==> config.mk <==
export PLATFORM = sky130hd
export DESIGN_NAME = text_encoding_classifier
export DESIGN_NICKNAME = d
export VERILOG_FILES = /design/src/hw/rtl/tec_pkg.sv /design/src/hw/rtl/tec_scan.sv /design/src/hw/rtl/tec_result.sv /design/src/hw/rtl/text_encoding_classifier.sv
export SDC_FILE = /design/constraint.sdc
export NUM_CORES = 1
export LEC_CHECK = 0
export BUFFER_PORTS_ARGS = -buffer_cell sky130_fd_sc_hd__buf_2
export CAP_MARGIN = 20
export CORE_MARGIN = 2
export CORE_UTILIZATION = 54
export DETAILED_ROUTE_END_ITERATION = 8
export PLACE_DENSITY = 0.77
export SLEW_MARGIN = 20
export SYNTH_ARGS = -nofsm -noshare
export SYNTH_HDL_FRONTEND = slang
export SYNTH_SLANG_ARGS = --single-unit
==> constraint.sdc <==
create_clock -name clock -period 2.2 [get_ports clock]
set_input_delay 0.11 -clock clock [delete_from_list [all_inputs] [get_ports clock]]
set_output_delay 0.11 -clock clock [all_outputs]
set_load 0.02 [all_outputs]
==> src/hw/rtl/tec_pkg.sv <==
// Package for the text encoding classifier: byte constants, result codes,
// and the verdict and scan state structs. Depends on nothing.
package tec_pkg;

   localparam logic [7:0] MASK_TOP2   = 8'hC0;
   localparam logic [7:0] MASK_TOP3   = 8'hE0;
   localparam logic [7:0] MASK_TOP4   = 8'hF0;
   localparam logic [7:0] MASK_TOP5   = 8'hF8;
   localparam logic [7:0] CONT_CODE   = 8'h80;
   localparam logic [7:0] LEAD2_CODE  = 8'hC0;
   localparam logic [7:0] LEAD3_CODE  = 8'hE0;
   localparam logic [7:0] LEAD4_CODE  = 8'hF0;
   localparam logic [7:0] SPACE_CHAR  = 8'h20;
   localparam logic [7:0] TILDE_CHAR  = 8'd126;
   localparam logic [7:0] NUL_CHAR    = 8'd0;
   localparam logic [7:0] TAB_CHAR    = 8'd9;
   localparam logic [7:0] LF_CHAR     = 8'd10;
   localparam logic [7:0] FF_CHAR     = 8'd12;
   localparam logic [7:0] CR_CHAR     = 8'd13;
   localparam logic [7:0] ESC_CHAR    = 8'd27;

   typedef enum logic [1:0] {
      CLASS_UTF8   = 2'd0,
      CLASS_ASCII  = 2'd1,
      CLASS_BINARY = 2'd2
   } text_class_type;

   typedef enum logic [1:0] {
      STYLE_NONE = 2'd0,
      STYLE_CRLF = 2'd1,
      STYLE_CR   = 2'd2
   } line_style_type;

   typedef struct packed {
      text_class_type text_class;
      logic           utf8_ok;
      logic           ascii_ok;
      line_style_type line_style;
   } verdict_type;

   typedef struct packed {
      logic [1:0] pending;
      logic       utf8_failed;
      logic       multibyte_seen;
      logic       ascii_failed;
      logic       printable_seen;
      logic       previous_was_cr;
      logic       bare_cr_seen;
      logic       bare_lf_seen;
      logic       crlf_seen;
   } scan_state_type;

   function automatic logic allowed_control(input logic [7:0] c);
      return (c == LF_CHAR) || (c == CR_CHAR) || (c == TAB_CHAR) ||
             (c == FF_CHAR) || (c == ESC_CHAR);
   endfunction

endpackage

==> src/hw/rtl/tec_scan.sv <==
// Scan state of the classifier: per-byte UTF-8, ASCII and line-ending update
// and the verdict for a final byte. Depends on tec_pkg.
module tec_scan (
   input  logic                 clock,
   input  logic                 reset,
   input  logic [7:0]           byte_in,
   input  logic                 last_in,
   input  logic                 consume,
   output tec_pkg::verdict_type verdict
);

   tec_pkg::scan_state_type state_ff, state_in, nxt;
   logic is_cont;
   logic bad_ctrl;
   logic cr_final;
   logic u_ok;
   logic a_ok;
   tec_pkg::line_style_type style;

   assign is_cont  = (byte_in & tec_pkg::MASK_TOP2) == tec_pkg::CONT_CODE;
   assign bad_ctrl = (byte_in < tec_pkg::SPACE_CHAR) && !tec_pkg::allowed_control(byte_in);

   always_comb begin
      nxt = state_ff;
      // UTF-8 check; a failure is sticky until the buffer ends.
      if (!state_ff.utf8_failed) begin
         if (state_ff.pending != 2'd0) begin
            if (is_cont) begin
               nxt.pending = state_ff.pending - 2'd1;
               if (state_ff.pending == 2'd1) begin
                  nxt.multibyte_seen = 1'b1;
               end
            end else begin
               nxt.utf8_failed = 1'b1;
               nxt.pending     = 2'd0;
            end
         end else if (byte_in < tec_pkg::CONT_CODE) begin
            if (bad_ctrl) begin
               nxt.utf8_failed = 1'b1;
            end
         end else if ((byte_in & tec_pkg::MASK_TOP3) == tec_pkg::LEAD2_CODE) begin
            nxt.pending = 2'd1;
         end else if ((byte_in & tec_pkg::MASK_TOP4) == tec_pkg::LEAD3_CODE) begin
            nxt.pending = 2'd2;
         end else if ((byte_in & tec_pkg::MASK_TOP5) == tec_pkg::LEAD4_CODE) begin
            nxt.pending = 2'd3;
         end else begin
            nxt.utf8_failed = 1'b1;
         end
      end
      // ASCII check. NUL is caught by the control test as well.
      if (bad_ctrl) begin
         nxt.ascii_failed = 1'b1;
      end else if ((byte_in >= tec_pkg::SPACE_CHAR) && (byte_in <= tec_pkg::TILDE_CHAR)) begin
         nxt.printable_seen = 1'b1;
      end
      // Line endings; a CR is judged by the byte after it.
      if (state_ff.previous_was_cr && (byte_in == tec_pkg::LF_CHAR)) begin
         nxt.previous_was_cr = 1'b0;
         nxt.crlf_seen       = 1'b1;
      end else begin
         if (state_ff.previous_was_cr) begin
            nxt.bare_cr_seen = 1'b1;
         end
         nxt.previous_was_cr = (byte_in == tec_pkg::CR_CHAR);
         if (byte_in == tec_pkg::LF_CHAR) begin
            nxt.bare_lf_seen = 1'b1;
         end
      end
   end

   always_comb begin
      cr_final = nxt.bare_cr_seen | nxt.previous_was_cr;
      u_ok     = !nxt.utf8_failed && (nxt.pending == 2'd0) && nxt.multibyte_seen;
      a_ok     = !nxt.ascii_failed && nxt.printable_seen;
      if (nxt.crlf_seen && !cr_final && !nxt.bare_lf_seen) begin
         style = tec_pkg::STYLE_CRLF;
      end else if (cr_final && !nxt.bare_lf_seen && !nxt.crlf_seen) begin
         style = tec_pkg::STYLE_CR;
      end else begin
         style = tec_pkg::STYLE_NONE;
      end
      verdict.utf8_ok  = u_ok;
      verdict.ascii_ok = a_ok;
      if (u_ok) begin
         verdict.text_class = tec_pkg::CLASS_UTF8;
         verdict.line_style = style;
      end else if (a_ok) begin
         verdict.text_class = tec_pkg::CLASS_ASCII;
         verdict.line_style = style;
      end else begin
         verdict.text_class = tec_pkg::CLASS_BINARY;
         verdict.line_style = tec_pkg::STYLE_NONE;
      end
   end

   always_comb begin
      state_in = state_ff;
      if (consume) begin
         state_in = last_in ? '0 : nxt;
      end
   end

   always_ff @(posedge clock) begin
      if (reset) begin
         state_ff <= '0;
      end else begin
         state_ff <= state_in;
      end
   end

endmodule

==> src/hw/rtl/tec_result.sv <==
// Result register of the classifier: holds one verdict until the receiver
// takes it. Depends on tec_pkg.
module tec_result (
   input  logic                 clock,
   input  logic                 reset,
   input  logic                 load,
   input  tec_pkg::verdict_type verdict,
   input  logic                 rsp_stall,
   output logic                 rsp_valid,
   output logic                 free,
   output tec_pkg::verdict_type held
);

   logic                 valid_ff, valid_in;
   tec_pkg::verdict_type held_ff;

   assign free     = !valid_ff || !rsp_stall;
   assign valid_in = load || (valid_ff && rsp_stall);

   always_ff @(posedge clock) begin
      if (reset) begin
         valid_ff <= 1'b0;
      end else begin
         valid_ff <= valid_in;
      end
   end

   always_ff @(posedge clock) begin
      if (load) begin
         held_ff <= verdict;
      end
   end

   assign rsp_valid = valid_ff;
   assign held      = held_ff;

endmodule

==> src/hw/rtl/text_encoding_classifier.sv <==
// Top level of the text encoding classifier: input register, scan state and
// result register. Depends on tec_pkg, tec_scan and tec_result.
//
// Usage: the bytes of a buffer arrive one item per cycle on the req_ channel
// while req_stall is low, req_last_byte marking the final byte. Only the final
// byte yields a result item on the rsp_ channel: the text class (UTF-8, ASCII or
// binary), the two check flags and the line-ending style. The scan state then
// clears, so the next byte starts a new buffer.
// Path: a byte passes through the input register to the scan state; a final
// byte's verdict is loaded into the result register once that register is
// free, and rsp_valid is driven from the result register.
// Throughput: one byte per cycle while no final byte waits in the input
// register. The per-byte update is a few flag and two-bit counter changes
// between the input register and the scan state, so the update never slows it.
// Stall: while rsp_stall holds a waiting verdict, non-final bytes keep flowing;
// a final byte waits in the input register and req_stall rises until the
// verdict register frees up.
// Reset: synchronous, active high; it empties both registers and clears the
// scan state, which is the state of an empty buffer.
module text_encoding_classifier (
   input  logic       clock,
   input  logic       reset,
   input  logic       req_valid,
   output logic       req_stall,
   input  logic [7:0] req_data_byte,
   input  logic       req_last_byte,
   output logic       rsp_valid,
   input  logic       rsp_stall,
   output logic [1:0] rsp_text_class,
   output logic       rsp_utf8_ok,
   output logic       rsp_ascii_ok,
   output logic [1:0] rsp_line_style
);

   // Input register.
   logic       stage_valid_ff, stage_valid_in;
   logic [7:0] stage_byte_ff;
   logic       stage_last_ff;

   logic                 out_free;
   logic                 consume;
   logic                 accept;
   tec_pkg::verdict_type verdict;
   tec_pkg::verdict_type held;

   // A non-final byte only updates the scan state, so it never waits on the
   // result side; a final byte needs a free result register.
   assign consume   = stage_valid_ff && (!stage_last_ff || out_free);
   assign req_stall = stage_valid_ff && !consume;
   assign accept    = req_valid && !req_stall;

   assign stage_valid_in = accept || (stage_valid_ff && !consume);

   always_ff @(posedge clock) begin
      if (reset) begin
         stage_valid_ff <= 1'b0;
      end else begin
         stage_valid_ff <= stage_valid_in;
      end
   end

   always_ff @(posedge clock) begin
      if (accept) begin
         stage_byte_ff <= req_data_byte;
         stage_last_ff <= req_last_byte;
      end
   end

   tec_scan u_scan (
      .clock   (clock),
      .reset   (reset),
      .byte_in (stage_byte_ff),
      .last_in (stage_last_ff),
      .consume (consume),
      .verdict (verdict)
   );

   tec_result u_result (
      .clock     (clock),
      .reset     (reset),
      .load      (consume && stage_last_ff),
      .verdict   (verdict),
      .rsp_stall (rsp_stall),
      .rsp_valid (rsp_valid),
      .free      (out_free),
      .held      (held)
   );

   assign rsp_text_class = held.text_class;
   assign rsp_utf8_ok    = held.utf8_ok;
   assign rsp_ascii_ok   = held.ascii_ok;
   assign rsp_line_style = held.line_style;

endmodule

* After elaboration in Yosys (flattened, before gate mapping)
Index checks and enable logic that the tools add are counted.
** Operators by class
- Add/sub/neg operators :: 1
- Magnitude comparators :: 4
- Equal/unequal tests :: 10
- Multiplexer cells :: 30
- Bitwise operators :: 1
- Reduce and logical (&&, ||, !) cells :: 36
** Operators by type and width (number)
- 8-bit by 4-bit == test with 1-bit output (second input constant) :: 4
- 2-bit two-way mux :: 11
- 1-bit two-way mux :: 16
- 1-bit logical AND :: 15
- 1-bit logical NOT :: 11
- 10-bit two-way mux :: 1
- 8-bit by 5-bit == test with 1-bit output (second input constant) :: 1
- 8-bit by 6-bit greater-or-equal comparator with 1-bit output (second input constant) :: 1
- 8-bit by 7-bit less-or-equal comparator with 1-bit output (second input constant) :: 1
- 1-bit logical OR :: 8
- 8-bit by 6-bit less-than comparator with 1-bit output (second input constant) :: 1
- 8-bit less-than comparator (second input constant) :: 1
- 5-bit == test (second input constant) :: 1
- 4-bit == test (second input constant) :: 1
- 4-bit two-way mux :: 1
- 3-bit == test (second input constant) :: 1
- 3-bit two-way mux :: 1
- 2-bit by 1-bit == test with 1-bit output (second input constant) :: 1
- 2-bit == test (second input constant) :: 1
- 2-bit logical NOT :: 1
- 2-bit nonzero test :: 1
- 2-bit by 1-bit subtractor with 2-bit output (second input constant) :: 1
- 1-bit OR :: 1
** Word-level totals
- Register bits :: 27
- Output and inout port bits :: 8

* Logic depth before layout (Yosys ltp)
Gate-level depths: netlist (run 1).
- Depth after elaboration :: 15
- Gate-level depth with buffers :: 7
- Depth with buffers taken out :: 7

* Cells and area by module
A second synthesis (run 1) with hierarchy kept.
** Second synthesis, totals
- Cell total of the unflattened synthesis :: 127
- Area total of the unflattened synthesis :: 1318.8 um2
** Modules (own cells, without submodules)
- tec_scan :: instances 1, cells each 99, area an instance 758.2 um2, sequential area each 200.2 um2
- text_encoding_classifier :: instances 1, cells each 18, area an instance 347.8 um2, sequential area each 290.3 um2
- tec_result :: instances 1, cells each 10, area an instance 212.7 um2, sequential area each 200.2 um2

* Worst setup path before layout (run 1)
No wires, ideal clock.
- Kind :: register to register
- From :: register u_scan.state_ff[8] (netlist name)
- To :: register u_result.held_ff, in the netlist u_result.held[1] (data pin)
- Setup time :: 0.264 ns
- Arrival :: 1.675 ns
- Setup slack :: 0.261 ns
- Stages on the path, launching flop included :: 8
- Period minus slack after synthesis :: 1.939 ns
- Path through :: dfxtp_1 > inv_1 > ha_1 > or4b_4 > o22ai_1 > nor2_1 > a41oi_2 > nor3_1
** RTL lines
- start: declaration :: line tec_scan.sv:12 : tec_pkg::scan_state_type state_ff, state_in, nxt;
- start signal: assignment :: line tec_scan.sv:108 : state_ff <= state_in;
- end signal: assignment :: line tec_result.sv:30 : held_ff <= verdict;
- end: declaration :: line tec_result.sv:15 : tec_pkg::verdict_type held_ff;

==> results by group, run 1 <==
Status
  • Status: complete, no violations

Logic synthesis
  • #FFs+latches synth: 27
  • YS warnings: 0
  • Mapped Area: 1310 sq um
  • Syn_area_per_cell: 10.8 sq um
  • Synth async-reset ratio: 0%
  • Number of synthesized flops with an enable pin: 15
  • Register area share after synthesis: between 50% and 60%
  • Yosys cell types: 42
  • Synth area leader: edfxtp_1
  • Dominant cells by area after synthesis: edfxtp_1 34%, dfxtp_1 18%, nor2_1 4.3%
  • Synth Flop Type: edfxtp_1
  • Synth Instances: 121
  • Syn_nets: 136
  • Synth top area share: 34.4%

Cells and area
  • Final Util: slightly below 70%
  • Commonest non-fill, non-tap cell in the layout: buf_2
  • Area grow syn2layout: 18.8%
  • Post-layout nets: 168
  • Layout Cells excl Fill: 180
  • Most frequent cells in the layout: 20 x buf_2, 15 x nor2_1, 15 x edfxtp_1
  • Share of cells above drive strength 1: 25.7%
  • Diodes inserted: 0

Power and ir drop
  • Peak VDD IR: approximately 0.37 mV
  • Sw Pwr: 0.000201 W
  • Overall Power: around 0.00087 W
  • Sw Share: 23.1%
  • Clk pwr share: between 20 and 25%
  • Power per cell area: 559 nW/um^2
  • Seq pwr share: 65.8%
  • Logic gate share of total power: 11.3%
  • Leakage: 0.577 nW
  • Internal power: 0.000669 W

Drt
  • Initial drt markers: 22
  • Final WL: 2.52 mm
  • First-pass DRT Iterations: 4
  • Routed Antenna Nets: 0
  • Vias per std cell: 5.78
  • Avg WL per Cell: 14.0 microns
  • DR DRC count: 0
  • Via Count: 1,040

Floorplan
  • Die area: 2840 sq um
  • Die height: 53.3 microns
  • Initial Util: approximately 58%
  • Rows: 17
  • I/O pin total: 21
  • Die width: 53.3 microns
  • Core area: 2250 sq um

Worst setup path
  • Critical Path Max Stage Delay: 540 ps
  • Worst Path Arrival: 2140 ps
  • Slowest-stage cell, CP: or4b_4
  • CP endpoint kind: flop
  • Worst Setup SP: u_scan.state_ff[9]$_SDFFE_PP0P_
  • Worst r2r path cells: 7
  • Crit-path max FO: 5
  • WP depth: 7
  • Family with the most delay on the worst path: simple AND/OR/NAND/NOR gates
  • Flop-to-flop setup slack: 130 ps
  • Worst reg2reg endpoint: u_result.held[1]$_DFFE_PP_
  • Buf/Inv on CP: 1
  • CP Data Required Time: approximately 2300 ps
  • Critical R2R Launch: u_scan.state_ff[9]$_SDFFE_PP0P_
  • Critical Path Start Type: flop
  • Cell Chain, Critical Path: inv_1 -> ha_1 -> or4b_4 -> o22ai_2 -> nor2_1 -> a41oi_2 -> nor3_1
  • WS Path Type: reg2reg

Global routing
  • Initial antenna violation count: 0
  • Vias in the first global route: 957
  • GRT overflow: 0
  • Largest net degree at the start of global routing: 15
  • First-pass GRT wire length: 4.38 mm
  • All-Layer GR Usage: 21.2%

STA
  • Hold_ws: 56.5 ps
  • Crit share post-route: 94.0%
  • Finish-stage setup viols: 0
  • Slew @ Worst Pin: 677 ps
  • Max transition margin: 54.7%
  • Clock skew: 2.94 ps
  • Setup TNS: 0 ps
  • Final hold violation count: 0
  • Unrepaired setup endpoints after global routing: no
  • Max Freq: 484 MHz
  • Max Slew Vio Count: 0
  • Period minus WS final: 2070 ps

Clocking
  • CTS clk-pin slew, worst paths: 130 ps
  • Clk_lat worst skew: 310 ps
  • Post-CTS Setup Inserts: 0
  • Clock Root Buffer: clkbuf_4
  • CTS H-Tree Depth: 1
  • Total CTS buffers: 3
  • CTS tree: built
  • Sink Count: 27
  • Clock buffer depth: 2

Hold path
  • Hold EP: stage_valid_ff$_SDFF_PP0_
  • Worst min path class: in2reg
  • HP Start: req_valid
  • Hold Crit Depth: 3

Place
  • Post-DP HPWL: 1.82 mm
  • Final GP Congestion: 0.928
  • I/O Buffers: 20
  • DP Cell Count: 166

Run
  • Max_cap viols: 0
## cells in the mapped netlist, drive strengths merged, types with 2 or more instances
master / number
a21oi: 8
a211oi: 2
nor2b: 4
buf: 3
nand2: 4
nor3b: 2
edfxtp: 15
inv: 8
ha: 2
or2: 2
nor4b: 3
o21ai: 2
nand3b: 2
nand4b: 2
o221ai: 2
a31oi: 3
nand2b: 2
nor3: 5
nand3: 3
nand4: 2
nor2: 16
dfxtp: 12
## cell type report
class | instances | area, sq um
Tap cell | 28 | 35.0
Fill cell | 189 | 698
Multi-Input combinational cell | 82 | 566
Clock buffer | 4 | 26.3
Timing Repair Buffer | 31 | 208
Inverter | 8 | 30.0
Sequential cell | 27 | 692
## worst max path at each step
stage | end | slack (ps)
2_1_floorplan | u_result.held[1]$_DFFE_PP_ | 260
3_3_place_gp | u_result.held[1]$_DFFE_PP_ | 190
3_5_place_dp | u_result.held[1]$_DFFE_PP_ | 50
4_1_cts | u_result.held[1]$_DFFE_PP_ | 30
5_1_grt | u_result.held[1]$_DFFE_PP_ | 3
6_report | u_result.held[1]$_DFFE_PP_ | 130
## worst min-delay path: stages
cell and delay [ps]:
buf_2 70, inv_1 50, a21oi_1 110
## through the flow
step                      setup WS, ps  instance area (sq um)
after detailed placement          48.4                   1420
after global placement             192                   1420
final                              132                   1560
after global routing              2.62                   1560
after CTS                         28.2                   1550
after floorplan                    261                   1310
## cell families (layout without fill, tap and decap cells)
group                      count (synthesis)  count (layout)  share of synthesized area [%]
and+or+nand+nor                           54              54                           25.7
buffers and inverters                     12              43                           4.58
AOI/OAI and AO/OA                         25              25                           14.3
adders and majority gates                  2               2                           1.91
muxes                                      1               1                          0.764
DFF                                       27              27                           52.7
## power by group through the flow
stage / Sequential, W / Clock (W) / Combinational, W
floorplan: 0.000580 / 0 / 0.0000581
global placement: 0.000581 / 0 / 0.0000796
detailed placement: 0.000583 / 0 / 0.0000820
CTS: 0.000572 / 0.000216 / 0.0000959
global route: 0.000575 / 0.000239 / 0.000108
finish: 0.000572 / 0.000200 / 0.0000981
## sequential cells by signal, summed over array words and instances, names as in the netlist
name	flops
u_scan.state_ff	10
stage_byte_ff	8
u_result.held	6
stage_last_ff	1
stage_valid_ff	1
u_result.rsp_valid	1
## per-layer routing
layer / up-vias / wire length (microns) / part of all wire, % / GRT usage [%]
met5: - / 0 / 0 / 0
li1: 513 / - / - / -
met4: 0 / 31 / 1.2 / 3.85
met3: 6 / 113 / 4.5 / 3.39
met2: 33 / 1270 / 51 / 35.6
met1: 488 / 1100 / 44 / 29.0
## timing repair
action                                  in CTS  in global routing
gates resized for setup                      0                  2
endpoints found under the setup margin       0                  3
endpoints found under the hold margin       11                  0
hold buffers                                10                  0
Power figures use the tool's default switching activity.
==> inputs of run 2 (changes only) <==
--- a/config.mk
+++ b/config.mk
@@ -7,7 +7,7 @@
 export LEC_CHECK = 0
 export BUFFER_PORTS_ARGS = -buffer_cell sky130_fd_sc_hd__buf_2
 export CAP_MARGIN = 20
-export CORE_MARGIN = 2
+export CORE_MARGIN = 4
 export CORE_UTILIZATION = 54
 export DETAILED_ROUTE_END_ITERATION = 8
 export PLACE_DENSITY = 0.77
==> results by group, run 2 (synthesis results as in run 1) <==
Status
  • Status: complete, no violations

Cells and area
  • Share of cells above drive strength 1: 31.0%
  • Post-layout nets: 174
  • Layout Cells excl Fill: 186
  • Commonest non-fill, non-tap cell in the layout: buf_2
  • Most flops, register: u_scan.state_ff
  • Diodes inserted: 0
  • Final Util: 72.3%
  • Most frequent cells in the layout: 20 x buf_2, 15 x nor2_1, 15 x edfxtp_1
  • Max reg flops: 10
  • Area grow syn2layout: 24.4%

Drt
  • Routed Antenna Nets: 0
  • Via Count: 1,065
  • Vias per std cell: 5.73
  • First-pass DRT Iterations: 4
  • Final WL: roughly 2.8 mm
  • Initial drt markers: 16
  • Avg WL per Cell: 14.9 microns
  • DR DRC count: 0

Hold path
  • Worst min path class: in2reg
  • Hold EP: stage_valid_ff$_SDFF_PP0_
  • Hold Crit Depth: 3
  • HP Start: req_valid

Worst setup path
  • Worst Path Arrival: 2180 ps
  • Critical Path Max Stage Delay: 470 ps
  • Crit-path max FO: 6
  • WP depth: 6
  • CP Data Required Time: about 2300 ps
  • Family with the most delay on the worst path: simple AND/OR/NAND/NOR gates
  • Critical Path Start Type: flop
  • WS Path Type: reg2reg
  • Worst r2r path cells: 6
  • Critical R2R Launch: stage_byte_ff[4]$_DFFE_PP_
  • CP endpoint kind: flop
  • Buf/Inv on CP: 1
  • Flop-to-flop setup slack: 110 ps
  • Worst reg2reg endpoint: u_result.held[1]$_DFFE_PP_
  • Cell Chain, Critical Path: buf_4 -> and4b_1 -> nor4_1 -> o211ai_1 -> a41oi_2 -> nor3_1
  • Slowest-stage cell, CP: edfxtp_1

STA
  • Clock skew: 5.21 ps
  • Max transition margin: 56.0%
  • Finish-stage setup viols: 0
  • Final hold violation count: 0
  • Final setup margin: 106 ps
  • Setup TNS: 0 ps
  • Unrepaired setup endpoints after global routing: no
  • Max Slew Vio Count: 0
  • Slew @ Worst Pin: between 600 and 700 ps
  • Crit share post-route: 95.2%
  • Period minus WS final: 2090 ps
  • Max Freq: 478 MHz

Power and ir drop
  • Leakage: 0.618 nW
  • Peak VDD IR: 0.552 mV
  • Power per cell area: 547 nW/um^2

Floorplan
  • Die width: 57.3 microns
  • Core area: about 2300 sq um
  • Die height: 57.3 microns
  • Die area: 3280 sq um
  • I/O pin total: 21
  • Rows: 17
  • Initial Util: between 50% and 60%

Clocking
  • CTS H-Tree Depth: 1
  • Clk_lat worst skew: 330 ps
  • CTS clk-pin slew, worst paths: 140 ps
  • Clock Root Buffer: clkbuf_4
  • Clock buffer depth: 2
  • CTS tree: built
  • Sink Count: 27
  • Total CTS buffers: 3

Place
  • Pre-CTS setup slack: 85.3 ps
  • Post-DP HPWL: 1.84 mm
  • I/O Buffers: 20
  • Final GP Congestion: 0.845
  • DP Cell Count: 166

Global routing
  • First-pass GRT wire length: approximately 4.4 mm
  • All-Layer GR Usage: 17.3%
  • Largest net degree at the start of global routing: 15
  • Vias in the first global route: 973
  • GRT overflow: 0
  • Initial antenna violation count: 0

Run
  • Max_cap viols: 0
## run 2: tightest hold or removal path, stage by stage
cell	delay, ps
buf_2	70
inv_1	40
a21oi_1	100
## run 2: metal layers
metal / vias to the layer above / track usage, % / wire (microns)
met5: - / 0 / 0
met4: 0 / 5.96 / 47
met3: 5 / 2.26 / 153
met2: 31 / 30.0 / 1460
met1: 501 / 22.0 / 1110
li1: 528 / - / -
## run 2: final cells by class
type                    instances  area, sq um
flip-flops and latches         27          696
clock buffers                   4         26.3
well taps                      28         35.0
multi-input cells              82          589
fillers                       169          626
repair buffers                 37          253
inverters                       8         30.0
## run 2: worst max path at each step
stage / startpoint / endpoint / slack, ps
2_1_floorplan: u_scan.state_ff[8]$_SDFFE_PP0P_ / u_result.held[1]$_DFFE_PP_ / 260
3_3_place_gp: u_scan.state_ff[8]$_SDFFE_PP0P_ / u_result.held[1]$_DFFE_PP_ / 190
3_5_place_dp: u_scan.state_ff[8]$_SDFFE_PP0P_ / u_result.held[1]$_DFFE_PP_ / 90
4_1_cts: u_scan.state_ff[8]$_SDFFE_PP0P_ / u_result.held[1]$_DFFE_PP_ / 70
5_1_grt: stage_byte_ff[4]$_DFFE_PP_ / u_result.held[1]$_DFFE_PP_ / 20
6_report: stage_byte_ff[4]$_DFFE_PP_ / u_result.held[1]$_DFFE_PP_ / 110
## run 2: timing repair
action                                 in CTS  in global routing
setup buffers                               0                  6
hold buffers                               10                  0
gates resized for setup                     0                  8
setup endpoints to repair                   0                  2
endpoints found under the hold margin      13                  0
## run 2: per-stage QoR
| stage | hold slack, ps | power (W) | instance area [sq um] |
|---|---|---|---|
| after floorplan | 179 | 0.000638 | 1310 |
| after global placement | 286 | 0.000660 | 1420 |
| after detailed placement | 288 | 0.000664 | 1420 |
| after CTS | 30.8 | 0.000883 | 1550 |
| after global routing | 51.4 | 0.000930 | 1630 |
| final | 30.3 | 0.000891 | 1630 |
## run 2: report_power, final
group          internal (W)  switching (W)
registers          0.000550      0.0000201
logic             0.0000549      0.0000554
clock network     0.0000712       0.000140
total              0.000676       0.000215
